===== src/rtl/cse_pkg.sv =====
// ----------------------------------------------------------------------------
// cse_pkg
// Shared opcodes, decoded-instruction types and queue entry layout for the
// 6502 subset execute unit.
// ----------------------------------------------------------------------------
`default_nettype none

package cse_pkg;

	// opcode bytes of the implemented subset
	localparam logic [7:0] OPC_BPL     = 8'h10;
	localparam logic [7:0] OPC_CLC     = 8'h18;
	localparam logic [7:0] OPC_AND     = 8'h25;
	localparam logic [7:0] OPC_ROL     = 8'h26;
	localparam logic [7:0] OPC_EOR     = 8'h45;
	localparam logic [7:0] OPC_LSR_A   = 8'h4A;
	localparam logic [7:0] OPC_JMP     = 8'h4C;
	localparam logic [7:0] OPC_ADC     = 8'h69;
	localparam logic [7:0] OPC_SEI     = 8'h78;
	localparam logic [7:0] OPC_STA_ZP  = 8'h85;
	localparam logic [7:0] OPC_STA_ABS = 8'h8D;
	localparam logic [7:0] OPC_STX_ZP  = 8'h86;
	localparam logic [7:0] OPC_STX_ABS = 8'h8E;
	localparam logic [7:0] OPC_STY     = 8'h8C;
	localparam logic [7:0] OPC_DEY     = 8'h88;
	localparam logic [7:0] OPC_TXA     = 8'h8A;
	localparam logic [7:0] OPC_TXS     = 8'h9A;
	localparam logic [7:0] OPC_LDY_IMM = 8'hA0;
	localparam logic [7:0] OPC_LDY_ABS = 8'hAC;
	localparam logic [7:0] OPC_LDX     = 8'hA2;
	localparam logic [7:0] OPC_LDA_ZP  = 8'hA5;
	localparam logic [7:0] OPC_LDA_IMM = 8'hA9;
	localparam logic [7:0] OPC_LDA_ABS = 8'hAD;
	localparam logic [7:0] OPC_LDA_IY  = 8'hB1;
	localparam logic [7:0] OPC_LDA_AX  = 8'hBD;
	localparam logic [7:0] OPC_TAY     = 8'hA8;
	localparam logic [7:0] OPC_TAX     = 8'hAA;
	localparam logic [7:0] OPC_BCS     = 8'hB0;
	localparam logic [7:0] OPC_CMP_ZP  = 8'hC5;
	localparam logic [7:0] OPC_CMP_IMM = 8'hC9;
	localparam logic [7:0] OPC_DEC     = 8'hC6;
	localparam logic [7:0] OPC_INY     = 8'hC8;
	localparam logic [7:0] OPC_DEX     = 8'hCA;
	localparam logic [7:0] OPC_BNE     = 8'hD0;
	localparam logic [7:0] OPC_CLD     = 8'hD8;
	localparam logic [7:0] OPC_CPX     = 8'hE0;
	localparam logic [7:0] OPC_INC     = 8'hE6;
	localparam logic [7:0] OPC_INX     = 8'hE8;
	localparam logic [7:0] OPC_BEQ     = 8'hF0;

	// operation class after decode
	typedef enum logic [4:0] {
		K_BAD, K_BRANCH, K_CLC, K_SEI, K_CLD, K_AND, K_EOR, K_ROL, K_LSR,
		K_JMP, K_ADC, K_STA, K_STX, K_STY, K_DEY, K_INY, K_DEX, K_INX,
		K_TXA, K_TAX, K_TAY, K_TXS, K_LDY, K_LDX, K_LDA, K_CMP, K_CPX,
		K_DEC, K_INC
	} op_kind_t;

	// branch condition
	typedef enum logic [1:0] {
		BR_PL, BR_NE, BR_EQ, BR_CS
	} br_cond_t;

	typedef struct packed {
		op_kind_t kind;
		br_cond_t cond;
	} dec_t;

	// one decoded instruction waiting for the back end
	typedef struct packed {
		dec_t        dec;
		logic [7:0]  operand;
		logic [15:0] next_pc;
		logic [15:0] target;
	} entry_t;

endpackage

`default_nettype wire


===== src/rtl/cse_decode.sv =====
// ----------------------------------------------------------------------------
// cse_decode
// Front end: classify the opcode byte into an operation class and a branch
// condition.
// ----------------------------------------------------------------------------
`default_nettype none

module cse_decode (
	input  wire logic [7:0]    opcode,
	output cse_pkg::dec_t      dec
);

	// map opcode to class; anything unlisted is flagged bad
	always_comb begin
		dec.kind = cse_pkg::K_BAD;
		dec.cond = cse_pkg::BR_PL;
		unique case (opcode) inside
			cse_pkg::OPC_BPL: begin
				dec.kind = cse_pkg::K_BRANCH;
				dec.cond = cse_pkg::BR_PL;
			end
			cse_pkg::OPC_BNE: begin
				dec.kind = cse_pkg::K_BRANCH;
				dec.cond = cse_pkg::BR_NE;
			end
			cse_pkg::OPC_BEQ: begin
				dec.kind = cse_pkg::K_BRANCH;
				dec.cond = cse_pkg::BR_EQ;
			end
			cse_pkg::OPC_BCS: begin
				dec.kind = cse_pkg::K_BRANCH;
				dec.cond = cse_pkg::BR_CS;
			end
			cse_pkg::OPC_CLC:   dec.kind = cse_pkg::K_CLC;
			cse_pkg::OPC_SEI:   dec.kind = cse_pkg::K_SEI;
			cse_pkg::OPC_CLD:   dec.kind = cse_pkg::K_CLD;
			cse_pkg::OPC_AND:   dec.kind = cse_pkg::K_AND;
			cse_pkg::OPC_EOR:   dec.kind = cse_pkg::K_EOR;
			cse_pkg::OPC_ROL:   dec.kind = cse_pkg::K_ROL;
			cse_pkg::OPC_LSR_A: dec.kind = cse_pkg::K_LSR;
			cse_pkg::OPC_JMP:   dec.kind = cse_pkg::K_JMP;
			cse_pkg::OPC_ADC:   dec.kind = cse_pkg::K_ADC;
			cse_pkg::OPC_STA_ZP, cse_pkg::OPC_STA_ABS: dec.kind = cse_pkg::K_STA;
			cse_pkg::OPC_STX_ZP, cse_pkg::OPC_STX_ABS: dec.kind = cse_pkg::K_STX;
			cse_pkg::OPC_STY:   dec.kind = cse_pkg::K_STY;
			cse_pkg::OPC_DEY:   dec.kind = cse_pkg::K_DEY;
			cse_pkg::OPC_INY:   dec.kind = cse_pkg::K_INY;
			cse_pkg::OPC_DEX:   dec.kind = cse_pkg::K_DEX;
			cse_pkg::OPC_INX:   dec.kind = cse_pkg::K_INX;
			cse_pkg::OPC_TXA:   dec.kind = cse_pkg::K_TXA;
			cse_pkg::OPC_TAX:   dec.kind = cse_pkg::K_TAX;
			cse_pkg::OPC_TAY:   dec.kind = cse_pkg::K_TAY;
			cse_pkg::OPC_TXS:   dec.kind = cse_pkg::K_TXS;
			cse_pkg::OPC_LDY_IMM, cse_pkg::OPC_LDY_ABS: dec.kind = cse_pkg::K_LDY;
			cse_pkg::OPC_LDX:   dec.kind = cse_pkg::K_LDX;
			cse_pkg::OPC_LDA_ZP, cse_pkg::OPC_LDA_IMM, cse_pkg::OPC_LDA_ABS,
			cse_pkg::OPC_LDA_IY, cse_pkg::OPC_LDA_AX: dec.kind = cse_pkg::K_LDA;
			cse_pkg::OPC_CMP_ZP, cse_pkg::OPC_CMP_IMM: dec.kind = cse_pkg::K_CMP;
			cse_pkg::OPC_CPX:   dec.kind = cse_pkg::K_CPX;
			cse_pkg::OPC_DEC:   dec.kind = cse_pkg::K_DEC;
			cse_pkg::OPC_INC:   dec.kind = cse_pkg::K_INC;
			default:            dec.kind = cse_pkg::K_BAD;
		endcase
	end

endmodule

`default_nettype wire


===== src/rtl/cse_queue.sv =====
// ----------------------------------------------------------------------------
// cse_queue
// Short FIFO of decoded instructions between the front and back ends;
// push and pop may happen in the same cycle.
// ----------------------------------------------------------------------------
`default_nettype none

module cse_queue #(
	parameter int DEPTH = 4
) (
	input  wire logic            clk,
	input  wire logic            arst_n,
	input  wire logic            push,
	input  wire cse_pkg::entry_t push_data,
	input  wire logic            pop,
	output logic                 full,
	output logic                 empty,
	output cse_pkg::entry_t      head
);

	localparam int PTR_W = $clog2(DEPTH);
	localparam int CNT_W = $clog2(DEPTH + 1);

	cse_pkg::entry_t   mem_q [DEPTH];
	logic [PTR_W-1:0]  wr_ptr_q;
	logic [PTR_W-1:0]  rd_ptr_q;
	logic [CNT_W-1:0]  count_q;
	logic              do_push;
	logic              do_pop;

	assign full    = (count_q == CNT_W'(DEPTH));
	assign empty   = (count_q == '0);
	assign do_push = push && !full;
	assign do_pop  = pop && !empty;
	assign head    = mem_q[rd_ptr_q];

	// write the entry at the tail
	always_ff @(posedge clk) begin
		if (do_push) begin
			mem_q[wr_ptr_q] <= push_data;
		end
	end

	// advance pointers and occupancy
	always_ff @(posedge clk or negedge arst_n) begin
		if (!arst_n) begin
			wr_ptr_q <= '0;
			rd_ptr_q <= '0;
			count_q  <= '0;
		end else begin
			if (do_push) begin
				wr_ptr_q <= (wr_ptr_q == PTR_W'(DEPTH - 1)) ? '0 : wr_ptr_q + 1'b1;
			end
			if (do_pop) begin
				rd_ptr_q <= (rd_ptr_q == PTR_W'(DEPTH - 1)) ? '0 : rd_ptr_q + 1'b1;
			end
			if (do_push && !do_pop) begin
				count_q <= count_q + 1'b1;
			end else if (do_pop && !do_push) begin
				count_q <= count_q - 1'b1;
			end
		end
	end

endmodule

`default_nettype wire


===== src/rtl/cse_execute.sv =====
// ----------------------------------------------------------------------------
// cse_execute
// Back end: holds A, X, Y, SP and status, runs one decoded instruction
// per cycle unless stalled and registers the result for the output channel.
// ----------------------------------------------------------------------------
`default_nettype none

module cse_execute (
	input  wire logic            clk,
	input  wire logic            arst_n,
	input  wire logic            head_valid,
	input  wire cse_pkg::entry_t head,
	output logic                 pop,
	output logic                 out_valid,
	input  wire logic            out_stall,
	output logic [15:0]          new_pc,
	output logic                 store_enable,
	output logic [7:0]           store_byte,
	output logic [7:0]           status_out,
	output logic [7:0]           acc_out,
	output logic [7:0]           xreg_out,
	output logic [7:0]           yreg_out,
	output logic [7:0]           sp_out,
	output logic [1:0]           extra_cycles,
	output logic                 bad_opcode
);

	localparam int FLAG_C = 0;
	localparam int FLAG_Z = 1;
	localparam int FLAG_I = 2;
	localparam int FLAG_D = 3;
	localparam int FLAG_U = 5;
	localparam int FLAG_V = 6;
	localparam int FLAG_N = 7;
	localparam logic [7:0] SP_RESET = 8'hFD;

	// set N and Z from a result byte
	function automatic logic [7:0] with_nz(input logic [7:0] st, input logic [7:0] v);
		logic [7:0] r;
		r         = st;
		r[FLAG_Z] = (v == 8'h00);
		r[FLAG_N] = v[7];
		return r;
	endfunction

	// architectural state
	logic [7:0] acc_q, x_q, y_q, sp_q, st_q;

	// output register
	logic        out_valid_q;
	logic [15:0] pc_q;
	logic        st_en_q;
	logic [7:0]  st_byte_q;
	logic [1:0]  extra_q;
	logic        bad_q;

	// next-state values
	logic [7:0]  a_n, x_n, y_n, sp_n, st_n;
	logic [15:0] pc_n;
	logic        st_en_n;
	logic [7:0]  st_byte_n;
	logic [1:0]  extra_n;
	logic        bad_n;
	logic        take;
	logic [8:0]  adc_sum;
	logic [7:0]  cmp_lhs;
	logic [8:0]  cmp_diff;
	logic [15:0] br_dest;
	logic [7:0]  m;

	assign m   = head.operand;
	assign pop = head_valid && (!out_valid_q || !out_stall);

	// ADC adder and the comparator shared by CMP and CPX
	assign adc_sum  = {1'b0, acc_q} + {1'b0, m} + {8'h00, st_q[FLAG_C]};
	assign cmp_lhs  = (head.dec.kind == cse_pkg::K_CPX) ? x_q : acc_q;
	assign cmp_diff = {1'b0, cmp_lhs} - {1'b0, m};
	assign br_dest  = head.next_pc + {{8{m[7]}}, m};

	// branch condition
	always_comb begin
		case (head.dec.cond)
			cse_pkg::BR_PL: take = !st_q[FLAG_N];
			cse_pkg::BR_NE: take = !st_q[FLAG_Z];
			cse_pkg::BR_EQ: take = st_q[FLAG_Z];
			cse_pkg::BR_CS: take = st_q[FLAG_C];
			default:        take = 1'b0;
		endcase
	end

	// execute one instruction
	always_comb begin
		a_n       = acc_q;
		x_n       = x_q;
		y_n       = y_q;
		sp_n      = sp_q;
		st_n      = st_q;
		pc_n      = head.next_pc;
		st_en_n   = 1'b0;
		st_byte_n = 8'h00;
		extra_n   = 2'd0;
		bad_n     = 1'b0;
		unique case (head.dec.kind) inside
			cse_pkg::K_BRANCH: begin
				if (take) begin
					pc_n    = br_dest;
					extra_n = (br_dest[15:8] != head.next_pc[15:8]) ? 2'd2 : 2'd1;
				end
			end
			cse_pkg::K_CLC: st_n[FLAG_C] = 1'b0;
			cse_pkg::K_SEI: st_n[FLAG_I] = 1'b1;
			cse_pkg::K_CLD: st_n[FLAG_D] = 1'b0;
			cse_pkg::K_AND: begin
				a_n  = acc_q & m;
				st_n = with_nz(st_q, acc_q & m);
			end
			cse_pkg::K_EOR: begin
				a_n  = acc_q ^ m;
				st_n = with_nz(st_q, acc_q ^ m);
			end
			cse_pkg::K_ROL: begin
				st_byte_n    = {m[6:0], st_q[FLAG_C]};
				st_en_n      = 1'b1;
				st_n         = with_nz(st_q, {m[6:0], st_q[FLAG_C]});
				st_n[FLAG_C] = m[7];
			end
			cse_pkg::K_LSR: begin
				a_n          = {1'b0, acc_q[7:1]};
				st_n         = with_nz(st_q, {1'b0, acc_q[7:1]});
				st_n[FLAG_C] = acc_q[0];
			end
			cse_pkg::K_JMP: pc_n = head.target;
			cse_pkg::K_ADC: begin
				a_n          = adc_sum[7:0];
				st_n         = with_nz(st_q, adc_sum[7:0]);
				st_n[FLAG_C] = adc_sum[8];
				st_n[FLAG_V] = ~(acc_q[7] ^ m[7]) & (acc_q[7] ^ adc_sum[7]);
			end
			cse_pkg::K_STA: begin
				st_en_n   = 1'b1;
				st_byte_n = acc_q;
			end
			cse_pkg::K_STX: begin
				st_en_n   = 1'b1;
				st_byte_n = x_q;
			end
			cse_pkg::K_STY: begin
				st_en_n   = 1'b1;
				st_byte_n = y_q;
			end
			cse_pkg::K_DEY: begin
				y_n  = y_q - 8'd1;
				st_n = with_nz(st_q, y_q - 8'd1);
			end
			cse_pkg::K_INY: begin
				y_n  = y_q + 8'd1;
				st_n = with_nz(st_q, y_q + 8'd1);
			end
			cse_pkg::K_DEX: begin
				x_n  = x_q - 8'd1;
				st_n = with_nz(st_q, x_q - 8'd1);
			end
			cse_pkg::K_INX: begin
				x_n  = x_q + 8'd1;
				st_n = with_nz(st_q, x_q + 8'd1);
			end
			cse_pkg::K_TXA: begin
				a_n  = x_q;
				st_n = with_nz(st_q, x_q);
			end
			cse_pkg::K_TAX: begin
				x_n  = acc_q;
				st_n = with_nz(st_q, acc_q);
			end
			cse_pkg::K_TAY: begin
				y_n  = acc_q;
				st_n = with_nz(st_q, acc_q);
			end
			cse_pkg::K_TXS: sp_n = x_q;
			cse_pkg::K_LDY: begin
				y_n  = m;
				st_n = with_nz(st_q, m);
			end
			cse_pkg::K_LDX: begin
				x_n  = m;
				st_n = with_nz(st_q, m);
			end
			cse_pkg::K_LDA: begin
				a_n  = m;
				st_n = with_nz(st_q, m);
			end
			cse_pkg::K_CMP, cse_pkg::K_CPX: begin
				st_n         = with_nz(st_q, cmp_diff[7:0]);
				st_n[FLAG_C] = !cmp_diff[8];
			end
			cse_pkg::K_DEC: begin
				st_en_n   = 1'b1;
				st_byte_n = m - 8'd1;
				st_n      = with_nz(st_q, m - 8'd1);
			end
			cse_pkg::K_INC: begin
				st_en_n   = 1'b1;
				st_byte_n = m + 8'd1;
				st_n      = with_nz(st_q, m + 8'd1);
			end
			default: bad_n = 1'b1;
		endcase
		// force bit 5 on every executed instruction
		if (!bad_n) begin
			st_n[FLAG_U] = 1'b1;
		end
	end

	// commit state and load the output register on each pop
	always_ff @(posedge clk or negedge arst_n) begin
		if (!arst_n) begin
			acc_q       <= 8'h00;
			x_q         <= 8'h00;
			y_q         <= 8'h00;
			sp_q        <= SP_RESET;
			st_q        <= 8'h00;
			out_valid_q <= 1'b0;
		end else begin
			if (pop) begin
				acc_q       <= a_n;
				x_q         <= x_n;
				y_q         <= y_n;
				sp_q        <= sp_n;
				st_q        <= st_n;
				out_valid_q <= 1'b1;
			end else if (!out_stall) begin
				out_valid_q <= 1'b0;
			end
		end
	end

	// result payload; held while stalled
	always_ff @(posedge clk) begin
		if (pop) begin
			pc_q      <= pc_n;
			st_en_q   <= st_en_n;
			st_byte_q <= st_byte_n;
			extra_q   <= extra_n;
			bad_q     <= bad_n;
		end
	end

	assign out_valid    = out_valid_q;
	assign new_pc       = pc_q;
	assign store_enable = st_en_q;
	assign store_byte   = st_byte_q;
	assign status_out   = st_q;
	assign acc_out      = acc_q;
	assign xreg_out     = x_q;
	assign yreg_out     = y_q;
	assign sp_out       = sp_q;
	assign extra_cycles = extra_q;
	assign bad_opcode   = bad_q;

endmodule

`default_nettype wire


===== src/rtl/cpu6502_subset_execute_unit.sv =====
// ----------------------------------------------------------------------------
// cpu6502_subset_execute_unit
// Execute stage for a subset of the 6502: decode front end, instruction
// queue and ALU/flag back end.
// ----------------------------------------------------------------------------
// The unit executes one already-fetched instruction per clock at sustained
// rate while the output is not stalled. An accepted instruction is decoded
// and written into a short queue on the accept edge, executed by the back
// end when it reaches the queue head, and its result is loaded into the
// output registers when the back end pops it, which waits while the output
// is stalled. The back end keeps A, X, Y, SP and status and updates them at
// each pop; that ALU and flag update sets the rate, and the queue holds
// QUEUE_DEPTH instructions, plus one result in the output register, before
// the input stalls. Unlisted opcodes are reported with bad_opcode set and
// leave all state unchanged.
`default_nettype none

module cpu6502_subset_execute_unit #(
	parameter int QUEUE_DEPTH = 4
) (
	input  wire logic         clk,
	input  wire logic         arst_n,
	input  wire logic         in_valid,
	output logic              in_stall,
	input  wire logic [7:0]   opcode,
	input  wire logic [7:0]   operand,
	input  wire logic [15:0]  next_pc,
	input  wire logic [15:0]  target,
	output logic              out_valid,
	input  wire logic         out_stall,
	output logic [15:0]       new_pc,
	output logic              store_enable,
	output logic [7:0]        store_byte,
	output logic [7:0]        status_out,
	output logic [7:0]        acc_out,
	output logic [7:0]        xreg_out,
	output logic [7:0]        yreg_out,
	output logic [7:0]        sp_out,
	output logic [1:0]        extra_cycles,
	output logic              bad_opcode
);

	cse_pkg::dec_t   dec;
	cse_pkg::entry_t push_data;
	cse_pkg::entry_t head;
	logic            q_full;
	logic            q_empty;
	logic            pop;
	logic            push;

	// classify incoming opcode
	cse_decode u_decode (
		.opcode (opcode),
		.dec    (dec)
	);

	// bundle the decoded instruction
	always_comb begin
		push_data.dec     = dec;
		push_data.operand = operand;
		push_data.next_pc = next_pc;
		push_data.target  = target;
	end

	assign in_stall = q_full;
	assign push     = in_valid && !q_full;

	cse_queue #(
		.DEPTH (QUEUE_DEPTH)
	) u_queue (
		.clk       (clk),
		.arst_n    (arst_n),
		.push      (push),
		.push_data (push_data),
		.pop       (pop),
		.full      (q_full),
		.empty     (q_empty),
		.head      (head)
	);

	cse_execute u_execute (
		.clk          (clk),
		.arst_n       (arst_n),
		.head_valid   (!q_empty),
		.head         (head),
		.pop          (pop),
		.out_valid    (out_valid),
		.out_stall    (out_stall),
		.new_pc       (new_pc),
		.store_enable (store_enable),
		.store_byte   (store_byte),
		.status_out   (status_out),
		.acc_out      (acc_out),
		.xreg_out     (xreg_out),
		.yreg_out     (yreg_out),
		.sp_out       (sp_out),
		.extra_cycles (extra_cycles),
		.bad_opcode   (bad_opcode)
	);

endmodule

`default_nettype wire

===== config.mk =====
export PLATFORM = sky130hd
export DESIGN_NAME = cpu6502_subset_execute_unit
export DESIGN_NICKNAME = d
export VERILOG_FILES = /design/src/rtl/cse_pkg.sv /design/src/rtl/cse_decode.sv /design/src/rtl/cse_queue.sv /design/src/rtl/cse_execute.sv /design/src/rtl/cpu6502_subset_execute_unit.sv
export SDC_FILE = /design/constraint.sdc
export NUM_CORES = 1
export LEC_CHECK = 0
export ABC_AREA = 1
export BUFFER_PORTS_ARGS = -buffer_cell sky130_fd_sc_hd__buf_2
export CAP_MARGIN = 5
export CORE_UTILIZATION = 50
export CTS_CLUSTER_DIAMETER = 30
export DETAILED_ROUTE_END_ITERATION = 12
export PLACE_DENSITY = 0.75
export SLEW_MARGIN = 20
export SYNTH_ARGS = -nofsm -noshare
export SYNTH_HDL_FRONTEND = slang
export SYNTH_HIERARCHICAL = 1
export SYNTH_SLANG_ARGS = --single-unit

===== constraint.sdc =====
create_clock -name clk -period 4.7 [get_ports clk]
set_clock_uncertainty 0.15 [all_clocks]
set_input_delay 0.94 -clock clk [delete_from_list [all_inputs] [get_ports clk]]
set_output_delay 0.94 -clock clk [all_outputs]
set_load 0.03 [all_outputs]

After elaboration in Yosys (flattened, before gate mapping)
Memories as Yosys holds them, arrays and structs flattened. Index checks and enable logic that the tools add are counted.

Memories: 1. Output and inout port bits: 70. Bits of input ports: 52. Flip-flop bits (word level): 74. Bits in writable memories: 188. Logic and storage cells: 213.

Reduce and logical (&&, ||, !) cells: 60. Equality and inequality tests: 75. Bitwise gates (word level): 20. Add/sub/neg operators: 14. Mux-type cells: 25.

Memory list: u_queue.mem_q (depth 4, width 47, rd ports 1, clocked after Yosys merged registers in 0, write ports 1, line cse_queue.sv:24) `cse_pkg::entry_t mem_q [DEPTH];`.

Operators with widths (number): 8-bit equality test, second input constant (30); 5-bit one-hot mux with 28 select lines (1); 8-bit logical NOT (14); 8-bit one-hot mux with 6 select lines (2); 5-bit equality test, second input constant (13); 8-bit one-hot mux with 4 select lines (2); 4-bit one-hot mux with 15 select lines (1); 5-bit by 4-bit equality test with 1-bit output, second input constant (8); 8-bit by 7-bit equality test with 1-bit output, second input constant (5); 16-bit one-hot mux with 2 select lines (1); 28-bit OR reduction (1); 8-bit by 1-bit adder with 8-bit output, second input constant (3); 8-bit by 1-bit subtractor with 8-bit output, second input constant (3); 5-bit by 3-bit equality test with 1-bit output, second input constant (4); 2-bit AND reduction (9); 16-bit adder (1); 8-bit by 5-bit equality test with 1-bit output, second input constant (2); 8-bit by 6-bit equality test with 1-bit output, second input constant (2); 16-bit two-way mux (1); 16-bit AND reduction (1); 1-bit inverter (15); 1-bit one-hot mux with 15 select lines (1); 15-bit nonzero test (1); 2-bit OR reduction (6); other kinds (38) (67).

Depth between registers and ports, before layout
Gate-level depths: netlist (run 1).

Depth in word-level cells: 8. Mapped depth: 29. Gate-level depth less buffers: 25.

By module
The synthesis (run 1) kept the hierarchy.

Modules (own cells, without submodules): cse_queue (area each 8207.9 um2, instances 1, seq. area each 5820.6 um2, cells each 609); cse_execute (area each 7268.2 um2, instances 1, seq. area each 1825.5 um2, cells each 1124); cse_decode (area each 573.0 um2, instances 1, seq. area each 0.0 um2, cells each 131); cpu6502_subset_execute_unit (area each 13.8 um2, instances 1, seq. area each 0.0 um2, cells each 3).

Least setup slack after synthesis (run 1)
Ideal clock, no wire load.

Path type: in2reg. Start point: input port in_valid. End point: memory u_queue/mem_q[0][0] (netlist bit), enable pin. Stages on the path: 4. Setup time: 0.452 ns. Arrival: 3.215 ns. Data required time: 4.098 ns. Path slack: 0.883 ns. Buffers on the path: 0. Path through: inv_1 nor2_2 nand2_1 nor2_1.

Longest elaborated chain between the ends: 4.

Ends and longest elaborated chain: from (decl) (line cpu6502_subset_execute_unit.sv:23) `input wire logic in_valid,`; 1-bit logical AND (line cpu6502_subset_execute_unit.sv:66) `assign push = in_valid && !q_full;`; named net push (line cpu6502_subset_execute_unit.sv:49) `logic push;`; 1-bit logical AND (line cse_queue.sv:33) `assign do_push = push && !full;`; 1-bit two-way mux (line cse_queue.sv:39) `if (do_push) begin`; 1-bit two-way mux (not written as such) (line cse_queue.sv:40) `mem_q[wr_ptr_q] <= push_data;`; to (decl) (line cse_queue.sv:24).

The timed path passes the listed nets, and every way through them passes these cells.

==> results of run 1 <==
-- critical path: stages (launching register included) --
cell and delay [ns]:
dfrtp_4 0.88, buf_12 0.44, nand2_1 0.11, o211ai_1 0.10, nand2_1 0.22, ha_1 0.46, nand2_1 0.14, nor2_1 0.21
nand3_1 0.12, nand3_1 0.10, nand2_1 0.05, nand2_1 0.19, inv_1 0.09, nand2_1 0.07, nand2_1 0.06, nor2_1 0.18
nand2_1 0.11, nor2_1 0.12, nor2_1 0.05
-- routing by layer --
| layer | global-route usage (%) | part of all wire [%] |
|---|---|---|
| met5 | 0 | 0 |
| met3 | 5.52 | 9.2 |
| met2 | 44.8 | 44 |
| met1 | 41.8 | 44 |
| met4 | 10.7 | 2.8 |
-- synth_stat cells, drive strengths merged --
| cell type | n |
|---|---|
| and2 | 1 |
| nand3 | 121 |
| nand2 | 517 |
| nand4 | 31 |
| nand3b | 5 |
| conb | 1 |
| xor3 | 1 |
| or2 | 5 |
| o21a | 1 |
| a21oi | 54 |
| xnor3 | 1 |
| dfstp | 7 |
| buf | 42 |
| nor2 | 170 |
| clkinv | 6 |
| o41ai | 1 |
| ha | 51 |
| nor4 | 4 |
| a21boi | 1 |
| fa | 4 |
| a32oi | 4 |
| o2111ai | 6 |
| clkbuf | 9 |
| xnor2 | 9 |
| o311ai | 1 |
| a2111oi | 1 |
| a221oi | 6 |
| xor2 | 18 |
| edfxtp | 216 |
| a211oi | 10 |
| inv | 280 |
| o21bai | 3 |
| nor3 | 19 |
| o211ai | 99 |
| o21ai | 73 |
| a31oi | 3 |
| dfrtp | 39 |
| o31ai | 3 |
| a22oi | 2 |
| o22ai | 27 |
| o221ai | 15 |
-- flip-flops by register name (all words and copies together), names as in the netlist --
register                count
u_execute/acc_out           8
u_execute/bad_opcode        1
u_execute/extra_cycles      2
u_execute/new_pc           16
u_execute/out_valid         1
u_execute/sp_out            8
u_execute/status_out        6
u_execute/store_byte        8
u_execute/store_enable      1
u_execute/xreg_out          8
u_execute/yreg_out          8
u_queue/count_q             3
u_queue/mem_q             188
u_queue/rd_ptr_q            2
u_queue/wr_ptr_q            2
-- cell type report --
cell class,count,area [µm²],share of cell area [%]
inverter,286,1080,5.65
sequential,262,7650,40.2
clock inverter,37,558,2.93
tap,402,503,2.64
clock buffer,66,1430,7.50
multi-input combinational,1269,7020,36.9
timing repair buffer,146,811,4.26
-- cells by family after synthesis --
kind of cell	Yosys count
adder cells (fa/ha/maj)	55
AND/OR/NAND/NOR	873
other	1
buffers and inverters	337
AO/OA/AOI/OAI	310
XOR/XNOR	29
flip-flops	262
-- stage by stage --
stage | hold slack (ns) | setup slack (ns)
after floorplan | 0.313 | 0.883
after global placement | 0.315 | 0.722
after detailed placement | 0.314 | 0.642
after CTS | 0.0496 | 0.607
after global routing | 0.0544 | 0.174
final | 0.0544 | 0.525
-- final timing paths --
path | from | end | slack [ns]
worst min register to register | u_execute/status_out[6] | u_execute/status_out[6] | 0.32
max in group asynchronous | arst_n | u_execute/sp_out[0] | 3.46
worst max-delay path | u_queue/rd_ptr_q[0] | u_execute/extra_cycles[1] | 0.53
worst max register to register | u_queue/rd_ptr_q[0] | u_execute/extra_cycles[1] | 0.53
min in group clk | u_execute/status_out[6] | u_execute/status_out[6] | 0.32
worst min-delay path | arst_n | u_queue/wr_ptr_q[1] | 0.05
==> summary.txt, run 1 <==
Final layout
  – Final std cells w/o fill: 2468
  – Fillers: roughly 2700
  – Most frequent cells in the layout: nand2_1 (508), inv_1 (265), edfxtp_1 (216)
  – Diode count: 0
  – Most common cell after layout, fill and taps aside: nand2_1
  – Final Instance Area: ~19000 µm²
  – Post-Route Utilization: 60.4%
  – Fin nets: between 2000 and 2500
  – Layout cells sized above 1: between 15 and 20%
  – Layout Area Growth over Synthesis: 18.6%

Place
  – Port bufs: between 100 and 150
  – Post-place instance area: approximately 17000 µm²
  – Post-DP HPWL: 34.3 mm
  – Cell total after placement: 2365
  – GP Congestion: between 1 and 1.5

GRT
  – GRT overflow: 0
  – First-pass GRT wire length: 74.9 mm
  – Antenna violations before repair: 0
  – GR Util All Layers: approximately 30%
  – Number of global-route vias before repair: ~13000
  – Pin count of the biggest net entering global routing: 97

Yosys
  – Share of the synthesized area in the top cell type: between 40% and 50%
  – Sequential share of the synthesized area: approximately 48%
  – Yosys cell types: 56
  – Area share of fa/ha/maj cells after synthesis: ~4.5%
  – Syn Area/Cell: roughly 8.6 µm²
  – Synth area leaders: edfxtp_1 (40%), nand2_1 (12%), inv_1 (6.2%)
  – Synth Cell Area: roughly 16000 µm²
  – #FFs+latches synth: approximately 260
  – Cell accounting for the most synthesized area: edfxtp_1
  – Synth Warn #: 6
  – Cell count after synthesis: 1867
  – Post-synthesis simple-gate area fraction: 23.0%
  – Compound-gate portion of the synthesized area: 14.3%
  – Largest family of logic cells by synthesized area: simple AND/OR/NAND/NOR gates
  – Xor/xnor share of the synthesized area: 1.76%
  – Mux cell area share after synthesis: 0%

Run status
  – Status: finished clean

Clocking
  – CTS sink cnt: between 200 and 300
  – Root buffer cell: clkbuf_16
  – Max clock buf depth: 3
  – Hold_buf cts: 0
  – Worst-path clk slew: 0.05 ns
  – Post-CTS Resized: 0
  – CTS buffer count: 55
  – Worst-skew pair later-pin latency: a little over 0.6 ns
  – CTS tree: done
  – H-Tree Depth: 2
  – Postcts setup bufs: 0

Floorplan
  – Rows: 65
  – Die Wd: 181 µm
  – Die Area: between 30000 and 40000 µm²
  – Die height: between 150 and 200 µm
  – Core footprint: 31600 µm²
  – IO Count: about 120
  – Initial Utilization: 50.9%

Worst setup path
  – Worst Path Max Fanout: 96
  – Crit. End Element: flip-flop
  – CP Class: flip-flop to flip-flop
  – WP data arrival: around 4.4 ns
  – R2r worst-path depth: 18
  – CP startpoint kind: flip-flop
  – Crit path required time: around 4.9 ns

Hold path
  – Worst min-delay path class: primary input to asynchronous set/reset pin

STA
  – Max frequency: roughly 240 MHz
  – Min Tclk post-route: approximately 4.2 ns
  – RSZ-0062 raised after global routing: no
  – Least-Margin Pin Slew: a little under 0.9 ns
  – Final max-slew violation count: 0
  – Setup total negative slack: 0 ns
  – Period utilization: 88.8%
  – Final Hold Violating Endpoints: 0
  – Slew margin rel.: between 40% and 50%
  – Final setup viols: 0

Drt
  – WL per Instance: between 15 and 20 µm
  – Final wirelength: around 48 mm
  – Vias: 14100
  – Routed Antenna Nets: 0
  – Remaining routing DRC violations: 0
  – Number of DRC markers in iteration 0: 1536
  – Routed vias/inst: 5.70
  – 1st-pass router iterations: 8

Job
  – MaxCap Viol Count: 0
Power of run 1 is left out: the tool's default activity adds up to more than one toggle a clock period on the data nets, which glitch-free logic cannot reach.
==> inputs of run 2 (changes only) <==
Settings changed: PLACE_DENSITY 0.75 to 0.65, SKIP_CTS_REPAIR_TIMING set to 1.
==> run 2 against run 1 <==
Against the previous run:
- register-to-register slack worse by 0.03 ns
- critical path depth stayed put
- flip-flop and latch count unchanged
- wire length grew 5.0%
- via count is 0.31% lower
- worst hold slack improved by 0.19 ns
- die area unchanged
- non-clock buffer count rose by 7
- global-route usage rose by 1.3 points
- sequential share of layout area fell by 0.41 points
- critical path type unchanged
- largest cell class unchanged
==> summary.txt, run 2 (synthesized netlist as in run 1, its figures left out) <==
Drt
  – Routed Antenna Nets: 0 (unchanged)
  – 1st-pass router iterations: 5 (-3)
  – Routed vias/inst: 5.65 (-0.84%)
  – Remaining routing DRC violations: 0 (unchanged)
  – Final wirelength: 49.9 mm (+5.0%)
  – Vias: 14000 (-0.31%)
  – Number of DRC markers in iteration 0: 1331 (-13%)
  – WL per Instance: 20.1 µm (+4.4%)

STA
  – Period utilization: 89.5% (+0.66 points)
  – Final Hold Violating Endpoints: 0 (unchanged)
  – Slew margin rel.: 50.1% (+9.6 points)
  – RSZ-0062 raised after global routing: no
  – Final max-slew violation count: 0 (unchanged)
  – Final setup viols: 0 (unchanged)
  – Setup total negative slack: 0 ns (unchanged)
  – Min Tclk post-route: 4.21 ns (+0.0309 ns)
  – Max frequency: 238 MHz (-0.73%)
  – Least-Margin Pin Slew: 0.748 ns (-0.142 ns)
  – WHS: 0.244 ns (+0.189 ns)

Worst setup path
  – Crit. End Element: flip-flop
  – Worst Path Max Fanout: 56 (-42%)
  – Crit path required time: 4.90 ns (about the same)
  – R2r worst-path depth: 18 (unchanged)
  – Worst r2r src: u_queue/rd_ptr_q[0]
  – Most frequent CP cell: nand2_1
  – R2R setup slack: 0.49 ns (-0.03 ns)
  – Crit path max-delay cell type: dfrtp_4
  – CP startpoint kind: flip-flop
  – Largest stage delay on the critical path: 0.85 ns (-0.03 ns)
  – WP data arrival: 4.40 ns (+0.03 ns)
  – CP Class: flip-flop to flip-flop
  – End of the worst register-to-register path: u_execute/extra_cycles[1]
  – Crit-path cells: buf_4, nand2_1, o211ai_1, nand2_1, ha_1, nand2_1, nor2_1, nand3_1, nand3_1, nand2_1, nand2_1, inv_1, nand2_1, nand2_1, nor2_1, nand2_1, nor2_1, nor2_1

Final layout
  – Final Instance Area: 19200 µm² (+1.0%)
  – Most common cell after layout, fill and taps aside: nand2_1
  – Reg with most FFs: u_queue/mem_q
  – Layout cells sized above 1: 17.9% (+0.81 points)
  – Layout Area Growth over Synthesis: 19.8%
  – Final std cells w/o fill: 2481 (+0.53%)
  – Fin nets: 2137 (+0.47%)
  – Most frequent cells in the layout: nand2_1 (508), inv_1 (265), edfxtp_1 (216)
  – Diode count: 0 (unchanged)
  – Max reg flops: 188 (unchanged)

Floorplan
  – Die height: 181 µm (unchanged)
  – Initial Utilization: 50.9% (unchanged)
  – Die Area: 32800 µm² (unchanged)
  – Die Wd: 181 µm (unchanged)
  – Core footprint: 31600 µm² (unchanged)
  – Rows: 65 (unchanged)
  – IO Count: 122 (unchanged)

GRT
  – GR Util All Layers: 30.7% (+1.3 points)
  – Antenna violations before repair: 0 (unchanged)
  – Pin count of the biggest net entering global routing: 57 (-41%)
  – First-pass GRT wire length: 77.0 mm (+2.8%)
  – GRT overflow: 0 (unchanged)
  – Number of global-route vias before repair: 13300 (+0.51%)

Hold path
  – Worst min-delay path class: primary input to asynchronous set/reset pin

Place
  – Cell total after placement: 2372 (+0.30%)
  – Post-DP HPWL: 36.5 mm (+6.3%)
  – Port bufs: 119 (unchanged)
  – GP Congestion: 1.04 (+2.2%)
  – Post-place instance area: 17100 µm² (+0.23%)

Clocking
  – CTS buffer count: 58 (+5.5%)
  – Max clock buf depth: 3 (unchanged)
  – H-Tree Depth: 2 (unchanged)
  – CTS sink cnt: 262 (unchanged)
  – Root buffer cell: clkbuf_16
  – Worst-path clk slew: 0.05 ns (about the same)
  – Worst-skew pair later-pin latency: 0.62 ns (about the same)
  – CTS tree: done

Run status
  – Status: finished clean

Job
  – MaxCap Viol Count: 0 (unchanged)
-- run 2: how the worst max path moves through the flow --
stage	start	end	slack [ns]	cells after the start
detailed placement	u_queue/rd_ptr_q[0]	u_execute/extra_cycles[1]	0.58	18
global route	u_queue/rd_ptr_q[0]	u_execute/extra_cycles[1]	0.12	18
floorplan	in_valid	u_queue/mem_q[0][0]	0.88	4
finish	u_queue/rd_ptr_q[0]	u_execute/extra_cycles[1]	0.49	18
global placement	u_queue/rd_ptr_q[0]	u_execute/extra_cycles[1]	0.67	18
CTS	u_queue/rd_ptr_q[0]	u_execute/extra_cycles[1]	0.58	18
-- run 2: layer usage --
metal	GRT usage (%)	wire length, µm	up-vias
li1	-	-	6683
met1	44.2	22500	6627
met2	47.0	22100	628
met3	5.52	4000	89
met4	9.46	1230	0
met5	0	0	-
-- run 2: area by class of cell --
class,count,area [µm²]
Fill cell,2769,12300
Inverter,286,1080
Multi-Input combinational cell,1269,7020
Clock inverter,49,682
Timing Repair Buffer,153,851
Sequential cell,262,7650
Clock buffer,60,1460
Tap cell,402,503
-- run 2: worst max-delay path: cells and delay by family, from the launching register on --
family                     cells  cell delay [ns]
buffers and inverters          2             0.64
adders and majority gates      1             0.46
and+or+nand+nor               14             1.71
AOI/OAI and AO/OA              1             0.10
DFF                            1             0.85
-- run 2: stage by stage --
step / util (%) / worst slack, ns
2_1_floorplan: - / 0.883
3_3_place_gp: 54.2 / 0.665
3_5_place_dp: 54.2 / 0.583
4_1_cts: 61.0 / 0.580
5_1_grt: 61.0 / 0.117
6_report: 61.0 / 0.494
Power of run 2 is left out for the same reason.
